## config.mk

```make
export PLATFORM = sky130hd
export DESIGN_NAME = stereo_peak_limiter_core_flat
export DESIGN_NICKNAME = d
export VERILOG_FILES = /design/src/sv/spl_pkg.sv /design/src/sv/spl_if.sv /design/src/sv/stereo_peak_limiter_core.sv /design/src/flat_wrapper.sv
export SDC_FILE = /design/constraint.sdc
export NUM_CORES = 2
export LEC_CHECK = 0
export BUFFER_PORTS_ARGS = -buffer_cell sky130_fd_sc_hd__clkbuf_2
export CAP_MARGIN = 25
export CORE_MARGIN = 4
export CORE_UTILIZATION = 55
export DETAILED_ROUTE_END_ITERATION = 12
export PLACE_DENSITY = 0.69
export SYNTH_ARGS = -nofsm -noshare
export SYNTH_HDL_FRONTEND = slang
export SYNTH_SLANG_ARGS = --single-unit
```

## constraint.sdc

```tcl
create_clock -name clk -period 17.5 [get_ports clk]
set_clock_uncertainty 0.2 [all_clocks]
set_input_delay 3.5 -clock clk [delete_from_list [all_inputs] [get_ports clk]]
set_output_delay 3.5 -clock clk [all_outputs]
set_load 0.03 [all_outputs]
```

## src/sv/spl_pkg.sv

```systemverilog
// Shared types, constants and the control program of the stereo peak limiter.
// Used by the channel interfaces and by the limiter core; depends on nothing.
package spl_pkg;

  localparam int SAMPLE_BITS_DEF = 24;
  localparam int GAIN_BITS       = 24;
  localparam int GAIN_FRAC       = 23;
  localparam int DIV_STEPS       = 24;
  localparam int DIV_CNT_BITS    = $clog2(DIV_STEPS);

  localparam logic [GAIN_BITS-1:0] UNITY       = 24'd8388608;
  localparam logic [GAIN_BITS-1:0] THR_RESET   = 24'd8103818;
  localparam logic [GAIN_BITS-1:0] COEFF_RESET = 24'd1747;

  // Configuration register indexes.
  typedef logic [1:0] cfg_idx_t;
  localparam cfg_idx_t CFG_ENABLE    = 2'd0;
  localparam cfg_idx_t CFG_THRESHOLD = 2'd1;
  localparam cfg_idx_t CFG_RELEASE   = 2'd2;

  // Input command codes.
  localparam logic CMD_PROCESS    = 1'b0;
  localparam logic CMD_GAIN_RESET = 1'b1;

  // Program steps.
  typedef logic [3:0] step_t;
  localparam step_t STEP_IDLE     = 4'd0;
  localparam step_t STEP_MODE     = 4'd1;
  localparam step_t STEP_MUL_PEAK = 4'd2;
  localparam step_t STEP_TEST     = 4'd3;
  localparam step_t STEP_DIV      = 4'd4;
  localparam step_t STEP_MUL_REL  = 4'd5;
  localparam step_t STEP_RELEASE  = 4'd6;
  localparam step_t STEP_MUL_L    = 4'd7;
  localparam step_t STEP_HOLD_L   = 4'd8;
  localparam step_t STEP_MUL_R    = 4'd9;
  localparam step_t STEP_EMIT     = 4'd10;
  localparam step_t STEP_PASS     = 4'd11;

  typedef enum logic [3:0] {
    OP_NONE,
    OP_LOAD,
    OP_MUL,
    OP_DIV_INIT,
    OP_DIV_STEP,
    OP_RELEASE,
    OP_HOLD_L,
    OP_EMIT,
    OP_PASS
  } op_t;

  typedef enum logic [1:0] {
    MA_PEAK,
    MA_COEFF,
    MA_LEFT,
    MA_RIGHT
  } mul_a_t;

  typedef enum logic {
    MB_GAIN,
    MB_DIFF
  } mul_b_t;

  typedef enum logic [2:0] {
    COND_NEVER,
    COND_CMD,
    COND_DISABLED,
    COND_ATTACK,
    COND_DIV_MORE
  } cond_t;

  typedef enum logic [1:0] {
    HOLD_NONE,
    HOLD_IN,
    HOLD_OUT
  } hold_t;

  typedef struct packed {
    op_t    op;
    mul_a_t a_sel;
    mul_b_t b_sel;
    hold_t  hold;
    cond_t  cond;
    step_t  jmp_step;
    step_t  nxt_step;
  } ucode_t;

  // Control store: one word per step. A step waits on its hold condition,
  // then jumps when its condition is true and falls through otherwise.
  function automatic ucode_t ucode_rom(input step_t pc);
    ucode_t w;
    w = '{OP_NONE, MA_PEAK, MB_GAIN, HOLD_NONE, COND_NEVER, STEP_IDLE, STEP_IDLE};
    unique case (pc)
      STEP_IDLE:     w = '{OP_LOAD, MA_PEAK, MB_GAIN, HOLD_IN, COND_CMD,
                           STEP_IDLE, STEP_MODE};
      STEP_MODE:     w = '{OP_NONE, MA_PEAK, MB_GAIN, HOLD_NONE, COND_DISABLED,
                           STEP_PASS, STEP_MUL_PEAK};
      STEP_MUL_PEAK: w = '{OP_MUL, MA_PEAK, MB_GAIN, HOLD_NONE, COND_NEVER,
                           STEP_IDLE, STEP_TEST};
      STEP_TEST:     w = '{OP_DIV_INIT, MA_PEAK, MB_GAIN, HOLD_NONE, COND_ATTACK,
                           STEP_DIV, STEP_MUL_REL};
      STEP_DIV:      w = '{OP_DIV_STEP, MA_PEAK, MB_GAIN, HOLD_NONE, COND_DIV_MORE,
                           STEP_DIV, STEP_MUL_L};
      STEP_MUL_REL:  w = '{OP_MUL, MA_COEFF, MB_DIFF, HOLD_NONE, COND_NEVER,
                           STEP_IDLE, STEP_RELEASE};
      STEP_RELEASE:  w = '{OP_RELEASE, MA_PEAK, MB_GAIN, HOLD_NONE, COND_NEVER,
                           STEP_IDLE, STEP_MUL_L};
      STEP_MUL_L:    w = '{OP_MUL, MA_LEFT, MB_GAIN, HOLD_NONE, COND_NEVER,
                           STEP_IDLE, STEP_HOLD_L};
      STEP_HOLD_L:   w = '{OP_HOLD_L, MA_PEAK, MB_GAIN, HOLD_NONE, COND_NEVER,
                           STEP_IDLE, STEP_MUL_R};
      STEP_MUL_R:    w = '{OP_MUL, MA_RIGHT, MB_GAIN, HOLD_NONE, COND_NEVER,
                           STEP_IDLE, STEP_EMIT};
      STEP_EMIT:     w = '{OP_EMIT, MA_PEAK, MB_GAIN, HOLD_OUT, COND_NEVER,
                           STEP_IDLE, STEP_IDLE};
      STEP_PASS:     w = '{OP_PASS, MA_PEAK, MB_GAIN, HOLD_OUT, COND_NEVER,
                           STEP_IDLE, STEP_IDLE};
      default:       w = '{OP_NONE, MA_PEAK, MB_GAIN, HOLD_NONE, COND_NEVER,
                           STEP_IDLE, STEP_IDLE};
    endcase
    return w;
  endfunction

endpackage

```

## src/sv/spl_if.sv

```systemverilog
// Valid/ready channel interfaces of the stereo peak limiter: sample pairs in,
// limited pairs out. Depends on spl_pkg for the default sample width.
interface spl_in_if #(
  parameter int SAMPLE_BITS = spl_pkg::SAMPLE_BITS_DEF
);
  logic                          valid;
  logic                          ready;
  logic                          cmd;
  logic signed [SAMPLE_BITS-1:0] sample_left;
  logic signed [SAMPLE_BITS-1:0] sample_right;

  modport source (output valid, cmd, sample_left, sample_right, input ready);
  modport sink   (input valid, cmd, sample_left, sample_right, output ready);
endinterface

interface spl_out_if #(
  parameter int SAMPLE_BITS = spl_pkg::SAMPLE_BITS_DEF
);
  logic                          valid;
  logic                          ready;
  logic signed [SAMPLE_BITS-1:0] limited_left;
  logic signed [SAMPLE_BITS-1:0] limited_right;

  modport source (output valid, limited_left, limited_right, input ready);
  modport sink   (input valid, limited_left, limited_right, output ready);
endinterface

```

## src/sv/stereo_peak_limiter_core.sv

```systemverilog
// Linked stereo peak limiter with instant attack, run by a microcoded sequencer.
// Depends on spl_pkg (types, constants, control store) and spl_if (channels).
//
// Usage:
//   in_chan carries a command and a signed stereo pair. Command 0 processes the
//   pair; command 1 sets the gain back to unity and produces no transfer on
//   out_chan. out_chan carries the limited pair, one transfer per processed pair.
//   cfg_we/cfg_index/cfg_data write enable (0), threshold_linear (1) and
//   release_coeff (2); other indexes are ignored. Write only while idle.
// Sequencing:
//   One item at a time, taken only in the idle step. A pass-through pair runs
//   the mode and pass steps; others run mode, peak multiply, test, then release
//   multiply and release, or for an attack the 24-step restoring divider that
//   forms threshold / peak one quotient bit per cycle; then left, right, emit.
//   All multiplies share one multiplier, one product per step.
// Reset and stall:
//   Synchronous active-low reset sets gain to unity, restores the register
//   defaults and empties the output register. A finished result sits in the
//   output register while out_chan is stalled; the next item is accepted and
//   worked on meanwhile, and the sequencer waits at its final step until the
//   output register is free.
module stereo_peak_limiter_core #(
  parameter int SAMPLE_BITS = spl_pkg::SAMPLE_BITS_DEF
) (
  input  logic                          clk,
  input  logic                          rst_n,
  spl_in_if.sink                        in_chan,
  spl_out_if.source                     out_chan,
  input  logic                          cfg_we,
  input  spl_pkg::cfg_idx_t             cfg_index,
  input  logic [spl_pkg::GAIN_BITS-1:0] cfg_data
);

  localparam int GB = spl_pkg::GAIN_BITS;
  localparam int GF = spl_pkg::GAIN_FRAC;
  localparam int MA = (SAMPLE_BITS + 1 > GB + 1) ? SAMPLE_BITS + 1 : GB + 1;
  localparam int MB = GB + 1;
  localparam int PW = MA + MB;
  localparam int DW = GB + SAMPLE_BITS - 1;
  localparam int DCW = spl_pkg::DIV_CNT_BITS;

  localparam logic signed [PW-1:0] SAT_MAX =
    {{(PW-SAMPLE_BITS+1){1'b0}}, {(SAMPLE_BITS-1){1'b1}}};
  localparam logic signed [PW-1:0] SAT_MIN = ~SAT_MAX;
  localparam logic signed [PW-1:0] RND_HALF =
    {{(PW-GF){1'b0}}, 1'b1, {(GF-1){1'b0}}};

  // Control state.
  spl_pkg::step_t pc_r, pc_nxt;
  logic           out_valid_r, out_valid_nxt;
  logic           enable_r;
  logic [GB-1:0]  thr_r, coeff_r;
  logic [GB-1:0]  gain_r, gain_nxt;
  logic [DCW-1:0] div_cnt_r, div_cnt_nxt;

  // Datapath registers.
  logic signed [SAMPLE_BITS-1:0] sl_r, sl_nxt, sr_r, sr_nxt;
  logic [SAMPLE_BITS-1:0]        peak_r, peak_nxt;
  logic signed [PW-1:0]          prod_r, prod_nxt;
  logic [SAMPLE_BITS-1:0]        rem_r, rem_nxt;
  logic [GB-1:0]                 quo_r, quo_nxt;
  logic signed [SAMPLE_BITS-1:0] res_l_r, res_l_nxt;
  logic signed [SAMPLE_BITS-1:0] out_l_r, out_l_nxt, out_r_r, out_r_nxt;

  spl_pkg::ucode_t uw;
  logic            in_fire, out_free, go, cond_true, attack;

  logic [GB-1:0]                 thr_eff, coeff_eff;
  logic [DW-1:0]                 thr_sh;
  logic [SAMPLE_BITS-1:0]        abs_l, abs_r;
  logic signed [MA-1:0]          mul_a;
  logic signed [MB-1:0]          mul_b;
  logic signed [PW-1:0]          mul_p;
  logic [SAMPLE_BITS:0]          trial, trial_sub;
  logic                          q_bit;
  logic [47:0]                   rel_tmp;
  logic [GB:0]                   gain_sum;
  logic signed [PW-1:0]          scaled;
  logic signed [SAMPLE_BITS-1:0] scaled_sat;

  assign uw = spl_pkg::ucode_rom(pc_r);

  assign in_chan.ready      = (uw.hold == spl_pkg::HOLD_IN);
  assign in_fire            = in_chan.valid && in_chan.ready;
  assign out_free           = !out_valid_r || out_chan.ready;
  assign out_chan.valid         = out_valid_r;
  assign out_chan.limited_left  = out_l_r;
  assign out_chan.limited_right = out_r_r;

  // Registers above unity act as unity.
  assign thr_eff   = (thr_r > spl_pkg::UNITY) ? spl_pkg::UNITY : thr_r;
  assign coeff_eff = (coeff_r > spl_pkg::UNITY) ? spl_pkg::UNITY : coeff_r;
  assign thr_sh    = {thr_eff, {(SAMPLE_BITS-1){1'b0}}};

  assign abs_l = in_chan.sample_left[SAMPLE_BITS-1] ?
                 (~in_chan.sample_left + SAMPLE_BITS'(1)) : in_chan.sample_left;
  assign abs_r = in_chan.sample_right[SAMPLE_BITS-1] ?
                 (~in_chan.sample_right + SAMPLE_BITS'(1)) : in_chan.sample_right;

  // Shared multiplier.
  always_comb begin
    case (uw.a_sel)
      spl_pkg::MA_PEAK:  mul_a = MA'($signed({1'b0, peak_r}));
      spl_pkg::MA_COEFF: mul_a = MA'($signed({1'b0, coeff_eff}));
      spl_pkg::MA_LEFT:  mul_a = MA'(sl_r);
      spl_pkg::MA_RIGHT: mul_a = MA'(sr_r);
      default:           mul_a = MA'($signed({1'b0, peak_r}));
    endcase
    case (uw.b_sel)
      spl_pkg::MB_GAIN: mul_b = $signed({1'b0, gain_r});
      spl_pkg::MB_DIFF: mul_b = $signed({1'b0, spl_pkg::UNITY - gain_r});
      default:          mul_b = $signed({1'b0, gain_r});
    endcase
  end

  assign mul_p  = mul_a * mul_b;
  assign attack = $unsigned(prod_r) > PW'(thr_sh);

  // Restoring divider step: the remainder stays below the peak, and quo_r
  // shifts out dividend bits while it shifts in quotient bits.
  assign trial     = {rem_r, quo_r[GB-1]};
  assign trial_sub = trial - {1'b0, peak_r};
  assign q_bit     = (trial >= {1'b0, peak_r});

  // Release step rounds up so that the gain can reach unity exactly.
  assign rel_tmp  = prod_r[47:0] + (48'(spl_pkg::UNITY) - 48'd1);
  assign gain_sum = {1'b0, gain_r} + rel_tmp[47:GF];

  assign scaled = (prod_r + RND_HALF) >>> GF;
  always_comb begin
    if (scaled > SAT_MAX) begin
      scaled_sat = SAT_MAX[SAMPLE_BITS-1:0];
    end else if (scaled < SAT_MIN) begin
      scaled_sat = SAT_MIN[SAMPLE_BITS-1:0];
    end else begin
      scaled_sat = scaled[SAMPLE_BITS-1:0];
    end
  end

  // Sequencer: step counter next value.
  always_comb begin
    case (uw.hold)
      spl_pkg::HOLD_NONE: go = 1'b1;
      spl_pkg::HOLD_IN:   go = in_fire;
      spl_pkg::HOLD_OUT:  go = out_free;
      default:            go = 1'b1;
    endcase
    case (uw.cond)
      spl_pkg::COND_NEVER:    cond_true = 1'b0;
      spl_pkg::COND_CMD:      cond_true = (in_chan.cmd == spl_pkg::CMD_GAIN_RESET);
      spl_pkg::COND_DISABLED: cond_true = !enable_r;
      spl_pkg::COND_ATTACK:   cond_true = attack;
      spl_pkg::COND_DIV_MORE: cond_true = (div_cnt_r != '0);
      default:                cond_true = 1'b0;
    endcase
    if (!go) begin
      pc_nxt = pc_r;
    end else if (cond_true) begin
      pc_nxt = uw.jmp_step;
    end else begin
      pc_nxt = uw.nxt_step;
    end
  end

  // Datapath actions decoded from the control word.
  always_comb begin
    gain_nxt      = gain_r;
    div_cnt_nxt   = div_cnt_r;
    out_valid_nxt = out_valid_r && !out_chan.ready;
    sl_nxt        = sl_r;
    sr_nxt        = sr_r;
    peak_nxt      = peak_r;
    prod_nxt      = prod_r;
    rem_nxt       = rem_r;
    quo_nxt       = quo_r;
    res_l_nxt     = res_l_r;
    out_l_nxt     = out_l_r;
    out_r_nxt     = out_r_r;
    unique case (uw.op)
      spl_pkg::OP_NONE: begin
      end
      spl_pkg::OP_LOAD: begin
        if (in_fire) begin
          if (in_chan.cmd == spl_pkg::CMD_GAIN_RESET) begin
            gain_nxt = spl_pkg::UNITY;
          end else begin
            sl_nxt   = in_chan.sample_left;
            sr_nxt   = in_chan.sample_right;
            peak_nxt = (abs_l > abs_r) ? abs_l : abs_r;
          end
        end
      end
      spl_pkg::OP_MUL: begin
        prod_nxt = mul_p;
      end
      spl_pkg::OP_DIV_INIT: begin
        rem_nxt     = SAMPLE_BITS'(thr_sh[DW-1:GB]);
        quo_nxt     = thr_sh[GB-1:0];
        div_cnt_nxt = DCW'(spl_pkg::DIV_STEPS - 1);
      end
      spl_pkg::OP_DIV_STEP: begin
        rem_nxt     = q_bit ? trial_sub[SAMPLE_BITS-1:0] : trial[SAMPLE_BITS-1:0];
        quo_nxt     = {quo_r[GB-2:0], q_bit};
        div_cnt_nxt = div_cnt_r - DCW'(1);
        if (div_cnt_r == '0) begin
          gain_nxt = {quo_r[GB-2:0], q_bit};
        end
      end
      spl_pkg::OP_RELEASE: begin
        gain_nxt = (gain_sum > {1'b0, spl_pkg::UNITY}) ? spl_pkg::UNITY : gain_sum[GB-1:0];
      end
      spl_pkg::OP_HOLD_L: begin
        res_l_nxt = scaled_sat;
      end
      spl_pkg::OP_EMIT: begin
        if (out_free) begin
          out_l_nxt     = res_l_r;
          out_r_nxt     = scaled_sat;
          out_valid_nxt = 1'b1;
        end
      end
      spl_pkg::OP_PASS: begin
        if (out_free) begin
          out_l_nxt     = sl_r;
          out_r_nxt     = sr_r;
          out_valid_nxt = 1'b1;
        end
      end
      default: begin
      end
    endcase
  end

  always_ff @(posedge clk) begin
    if (!rst_n) begin
      pc_r        <= spl_pkg::STEP_IDLE;
      out_valid_r <= 1'b0;
      gain_r      <= spl_pkg::UNITY;
      div_cnt_r   <= '0;
      enable_r    <= 1'b1;
      thr_r       <= spl_pkg::THR_RESET;
      coeff_r     <= spl_pkg::COEFF_RESET;
    end else begin
      pc_r        <= pc_nxt;
      out_valid_r <= out_valid_nxt;
      gain_r      <= gain_nxt;
      div_cnt_r   <= div_cnt_nxt;
      if (cfg_we) begin
        unique case (cfg_index)
          spl_pkg::CFG_ENABLE:    enable_r <= cfg_data[0];
          spl_pkg::CFG_THRESHOLD: thr_r    <= cfg_data;
          spl_pkg::CFG_RELEASE:   coeff_r  <= cfg_data;
          default: begin
          end
        endcase
      end
    end
  end

  always_ff @(posedge clk) begin
    sl_r    <= sl_nxt;
    sr_r    <= sr_nxt;
    peak_r  <= peak_nxt;
    prod_r  <= prod_nxt;
    rem_r   <= rem_nxt;
    quo_r   <= quo_nxt;
    res_l_r <= res_l_nxt;
    out_l_r <= out_l_nxt;
    out_r_r <= out_r_nxt;
  end

  // The gain never rises above unity.
  a_gain_bounded: assert property (@(posedge clk) disable iff (!rst_n)
    gain_r <= spl_pkg::UNITY)
    else $error("gain above unity");

  // Input transfers happen only in the idle step.
  a_accept_idle: assert property (@(posedge clk) disable iff (!rst_n)
    in_fire |-> pc_r == spl_pkg::STEP_IDLE)
    else $error("input transfer outside idle step");

  // A new result appears only from the emit or pass-through step.
  a_result_source: assert property (@(posedge clk) disable iff (!rst_n)
    $rose(out_valid_r) |->
      ($past(pc_r) == spl_pkg::STEP_EMIT || $past(pc_r) == spl_pkg::STEP_PASS))
    else $error("result without emit step");

  // An attack always lowers the gain.
  a_attack_lowers: assert property (@(posedge clk) disable iff (!rst_n)
    (pc_r == spl_pkg::STEP_DIV && div_cnt_r == '0) |=> gain_r < $past(gain_r))
    else $error("attack did not lower gain");

endmodule
```

## src/flat_wrapper.sv

```systemverilog
// flat-port wrapper written by rule: the top's interface ports become plain ports
module stereo_peak_limiter_core_flat 
#(
  parameter int SAMPLE_BITS = spl_pkg::SAMPLE_BITS_DEF
)
  (clk, rst_n, cfg_we, cfg_index, cfg_data, in_chan_valid, in_chan_cmd, in_chan_sample_left, in_chan_sample_right, in_chan_ready, out_chan_valid, out_chan_limited_left, out_chan_limited_right, out_chan_ready);
  spl_in_if #(.SAMPLE_BITS(SAMPLE_BITS)) in_chan_i ();
  spl_out_if #(.SAMPLE_BITS(SAMPLE_BITS)) out_chan_i ();
  input  logic clk;
  input  logic rst_n;
  input  logic cfg_we;
  input  spl_pkg::cfg_idx_t cfg_index;
  input  logic [spl_pkg::GAIN_BITS-1:0] cfg_data;
  input wire logic [$bits(in_chan_i.valid)-1:0] in_chan_valid;
  input wire logic [$bits(in_chan_i.cmd)-1:0] in_chan_cmd;
  input wire logic [$bits(in_chan_i.sample_left)-1:0] in_chan_sample_left;
  input wire logic [$bits(in_chan_i.sample_right)-1:0] in_chan_sample_right;
  output wire logic [$bits(in_chan_i.ready)-1:0] in_chan_ready;
  output wire logic [$bits(out_chan_i.valid)-1:0] out_chan_valid;
  output wire logic [$bits(out_chan_i.limited_left)-1:0] out_chan_limited_left;
  output wire logic [$bits(out_chan_i.limited_right)-1:0] out_chan_limited_right;
  input wire logic [$bits(out_chan_i.ready)-1:0] out_chan_ready;
  assign in_chan_i.valid = in_chan_valid;
  assign in_chan_i.cmd = in_chan_cmd;
  assign in_chan_i.sample_left = in_chan_sample_left;
  assign in_chan_i.sample_right = in_chan_sample_right;
  assign in_chan_ready = in_chan_i.ready;
  assign out_chan_valid = out_chan_i.valid;
  assign out_chan_limited_left = out_chan_i.limited_left;
  assign out_chan_limited_right = out_chan_i.limited_right;
  assign out_chan_i.ready = out_chan_ready;
  stereo_peak_limiter_core #(.SAMPLE_BITS(SAMPLE_BITS)) u_core (.clk(clk), .rst_n(rst_n), .in_chan(in_chan_i), .out_chan(out_chan_i), .cfg_we(cfg_we), .cfg_index(cfg_index), .cfg_data(cfg_data));
endmodule
```

==> flow_summary.json <==
{
  "status": "finished clean",
  "post-cts-setup-buffer-count": 0,
  "grt_pass1_wl_mm": 202,
  "critPathMostFrequentCell": "fa_1",
  "cpPeakStageDelay_ps": 810,
  "die_area_um2": 80600,
  "synth-warning-count": 0,
  "fin_nets": 5589,
  "clock_latency_ps": 560,
  "clockRootBuffer": "clkbuf_16",
  "path_class": "register to register",
  "async_flop_share_pct": 0,
  "largest_reg_flops": 50,
  "yosysUniqueCellTypes": 80,
  "worstMarginPinSlew_ps": 1120,
  "post_drt_wl_per_cell_um": 23.2,
  "vias_per_cell": 5.95,
  "clk_path_buf_depth": 3,
  "regMostFlops": "u_core.prod_r",
  "end_kind": "register",
  "ios": 130,
  "required_ps": 17590,
  "setup-tns-final_ps": 0,
  "die_h_um": 284,
  "start_kind": "register",
  "cts_resized": 0,
  "ys_top_cells_by_area": "fa_1 (30%), edfxtp_1 (17%), inv_1 (7.6%)",
  "syn-instance-count": 4566,
  "core_area_um2": 74900,
  "drc": 0,
  "cp.arrival_ps": 10830,
  "drt_iter0_markers": 3433,
  "post-route-period-util_pct": 61.4,
  "numCtsBuffers": 35,
  "final_util_pct": 60.0,
  "met2RoutedLength_mm": 59.4,
  "synth_edf_count": 242,
  "max_freq_mhz": 93.1,
  "start_util_pct": 55.9,
  "dp_hpwl_mm": 103,
  "slowest_stage": "xor2_1",
  "grt_max_degree": 74,
  "grt_usage_pct": 32.5,
  "routabilityCongestion": 1.01,
  "clock_sinks": 343,
  "synth_area_leader_cell": "fa_1",
  "final_common_cell": "inv_1",
  "ys_ff_latch": 343,
  "fin_crit_ps": 10740,
  "ant_nets": 0,
  "drv_cap": 0,
  "tritoncts": "done",
  "synthesis.area_um2": 41900,
  "htree_num_levels": 2,
  "final_cell_mix": "inv_1 (847), fa_1 (635), nor2_1 (507)",
  "num_vias": 33400,
  "dieWidth_um": 284,
  "wl_met1_mm": 51.7,
  "post_route_cells_drive_above_1_share_pct": 7.66,
  "rsz0062_at_grt": "no",
  "top_layer": "met5",
  "grt_antenna_before_repair": 5,
  "hold_path_class": "register to register",
  "area_growth_pct": 7.44,
  "dominantRegCellSynth": "edfxtp_1",
  "portBuffers": 129,
  "overflow": 0,
  "syn_area_per_cell_um2": 9.17,
  "slew_headroom_pct": 25.3,
  "wl_met3_mm": 13.1,
  "ys_seq_area_share_pct": 22.2,
  "wl_mm": 131,
  "maxSlewViolCount": 0,
  "dr.pass1.iters": 8,
  "cp_max_fo": 9,
  "whs_ps": 279,
  "final-hold-violation-count": 0,
  "clk_pin_slew_ps": 70,
  "rows": 100,
  "grt_pass1_vias": 33700,
  "syn-num-nets": 5532,
  "cts_hold_buf": 0,
  "synth_top_cell_area_share_pct": 30.4,
  "final-setup-viol-count": 0
}
path summary, 6_finish.rpt:
check                                    from  depth (start not counted)                          endpoint  slack (ps)
max             u_core.gain_r[1]$_SDFFE_PN0P_                         29       u_core.prod_r[49]$_DFFE_PN_        6760
min          u_core.div_cnt_r[3]$_SDFFE_PN0P_                          1  u_core.div_cnt_r[3]$_SDFFE_PN0P_         280
max reg2reg     u_core.gain_r[1]$_SDFFE_PN0P_                         29       u_core.prod_r[49]$_DFFE_PN_        6760
min reg2reg  u_core.div_cnt_r[3]$_SDFFE_PN0P_                          1  u_core.div_cnt_r[3]$_SDFFE_PN0P_         280
synth_stat cells, types with 7 or more instances:
cell type / instances
nand2_1: 451
nor3_1: 47
or4_1: 19
o21ai_1: 16
fa_1: 635
and2_1: 39
nand3b_1: 8
o41ai_1: 9
xor2_1: 104
o21a_1: 38
or3_1: 23
mux2_2: 30
ha_1: 251
inv_1: 847
o21bai_1: 19
nor2_1: 508
and3_1: 20
nor4_1: 27
or2_2: 20
o21ai_0: 161
nand2b_1: 51
clkbuf_1: 177
dfxtp_1: 101
a221oi_1: 12
a21o_1: 48
mux2i_1: 31
nor2b_1: 15
o22ai_1: 7
a21boi_0: 9
a21oi_1: 189
o211ai_1: 13
and4_1: 8
a31oi_1: 22
a211oi_1: 27
edfxtp_1: 242
buf_1: 7
o31ai_1: 23
nand4_1: 32
a221o_1: 19
xnor2_1: 109
nand3_1: 66
cells by family after synthesis:
family                   Yosys count  synth area share (%)
multiplexers                      61                  1.55
AO/OA/AOI/OAI                    666                  10.1
flip-flops                       343                  22.2
AND/OR/NAND/NOR                 1357                  14.5
adder cells (fa/ha/maj)          886                  37.9
buffers and inverters           1040                  9.43
XOR/XNOR                         213                  4.45
per-layer routing:
| metal | vias to the layer above | GRT usage, % |
|---|---|---|
| met5 | - | 0 |
| met4 | 4 | 11.4 |
| met3 | 356 | 6.53 |
| met2 | 1670 | 51.5 |
| met1 | 16600 | 44.9 |
| li1 | 14800 | - |
per-stage QoR:
step | area, um2 | worst slack, ps | std cells
after detailed placement | 43800 | 6900 | 5550
final | 45000 | 6760 | 5620
after global routing | 45000 | 6260 | 5619
after floorplan | 41900 | 8130 | 4566
after global placement | 43800 | 7150 | 5550
after CTS | 44900 | 6860 | 5614
final cells by class:
class | instances | area [um2]
clock buffer | 46 | 970
antenna | 1 | 2.50
inverter | 849 | 3190
multi-input combinational | 3183 | 28900
timing repair buffer | 211 | 1290
fill | 6517 | 29900
clock inverter | 18 | 196
tap | 969 | 1210
sequential | 343 | 9290
worst max-delay path: cells and delay by family (launching register included):
family / cells / cell delay, ps
compound gates: 6 / 1830
fa+ha+maj: 8 / 4080
simple gates: 8 / 2740
buf+inv: 5 / 360
flops: 1 / 330
xor+xnor: 2 / 940
Power is left out: the tool's default activity adds up to more than one toggle a clock period on the data nets, which glitch-free logic cannot reach.
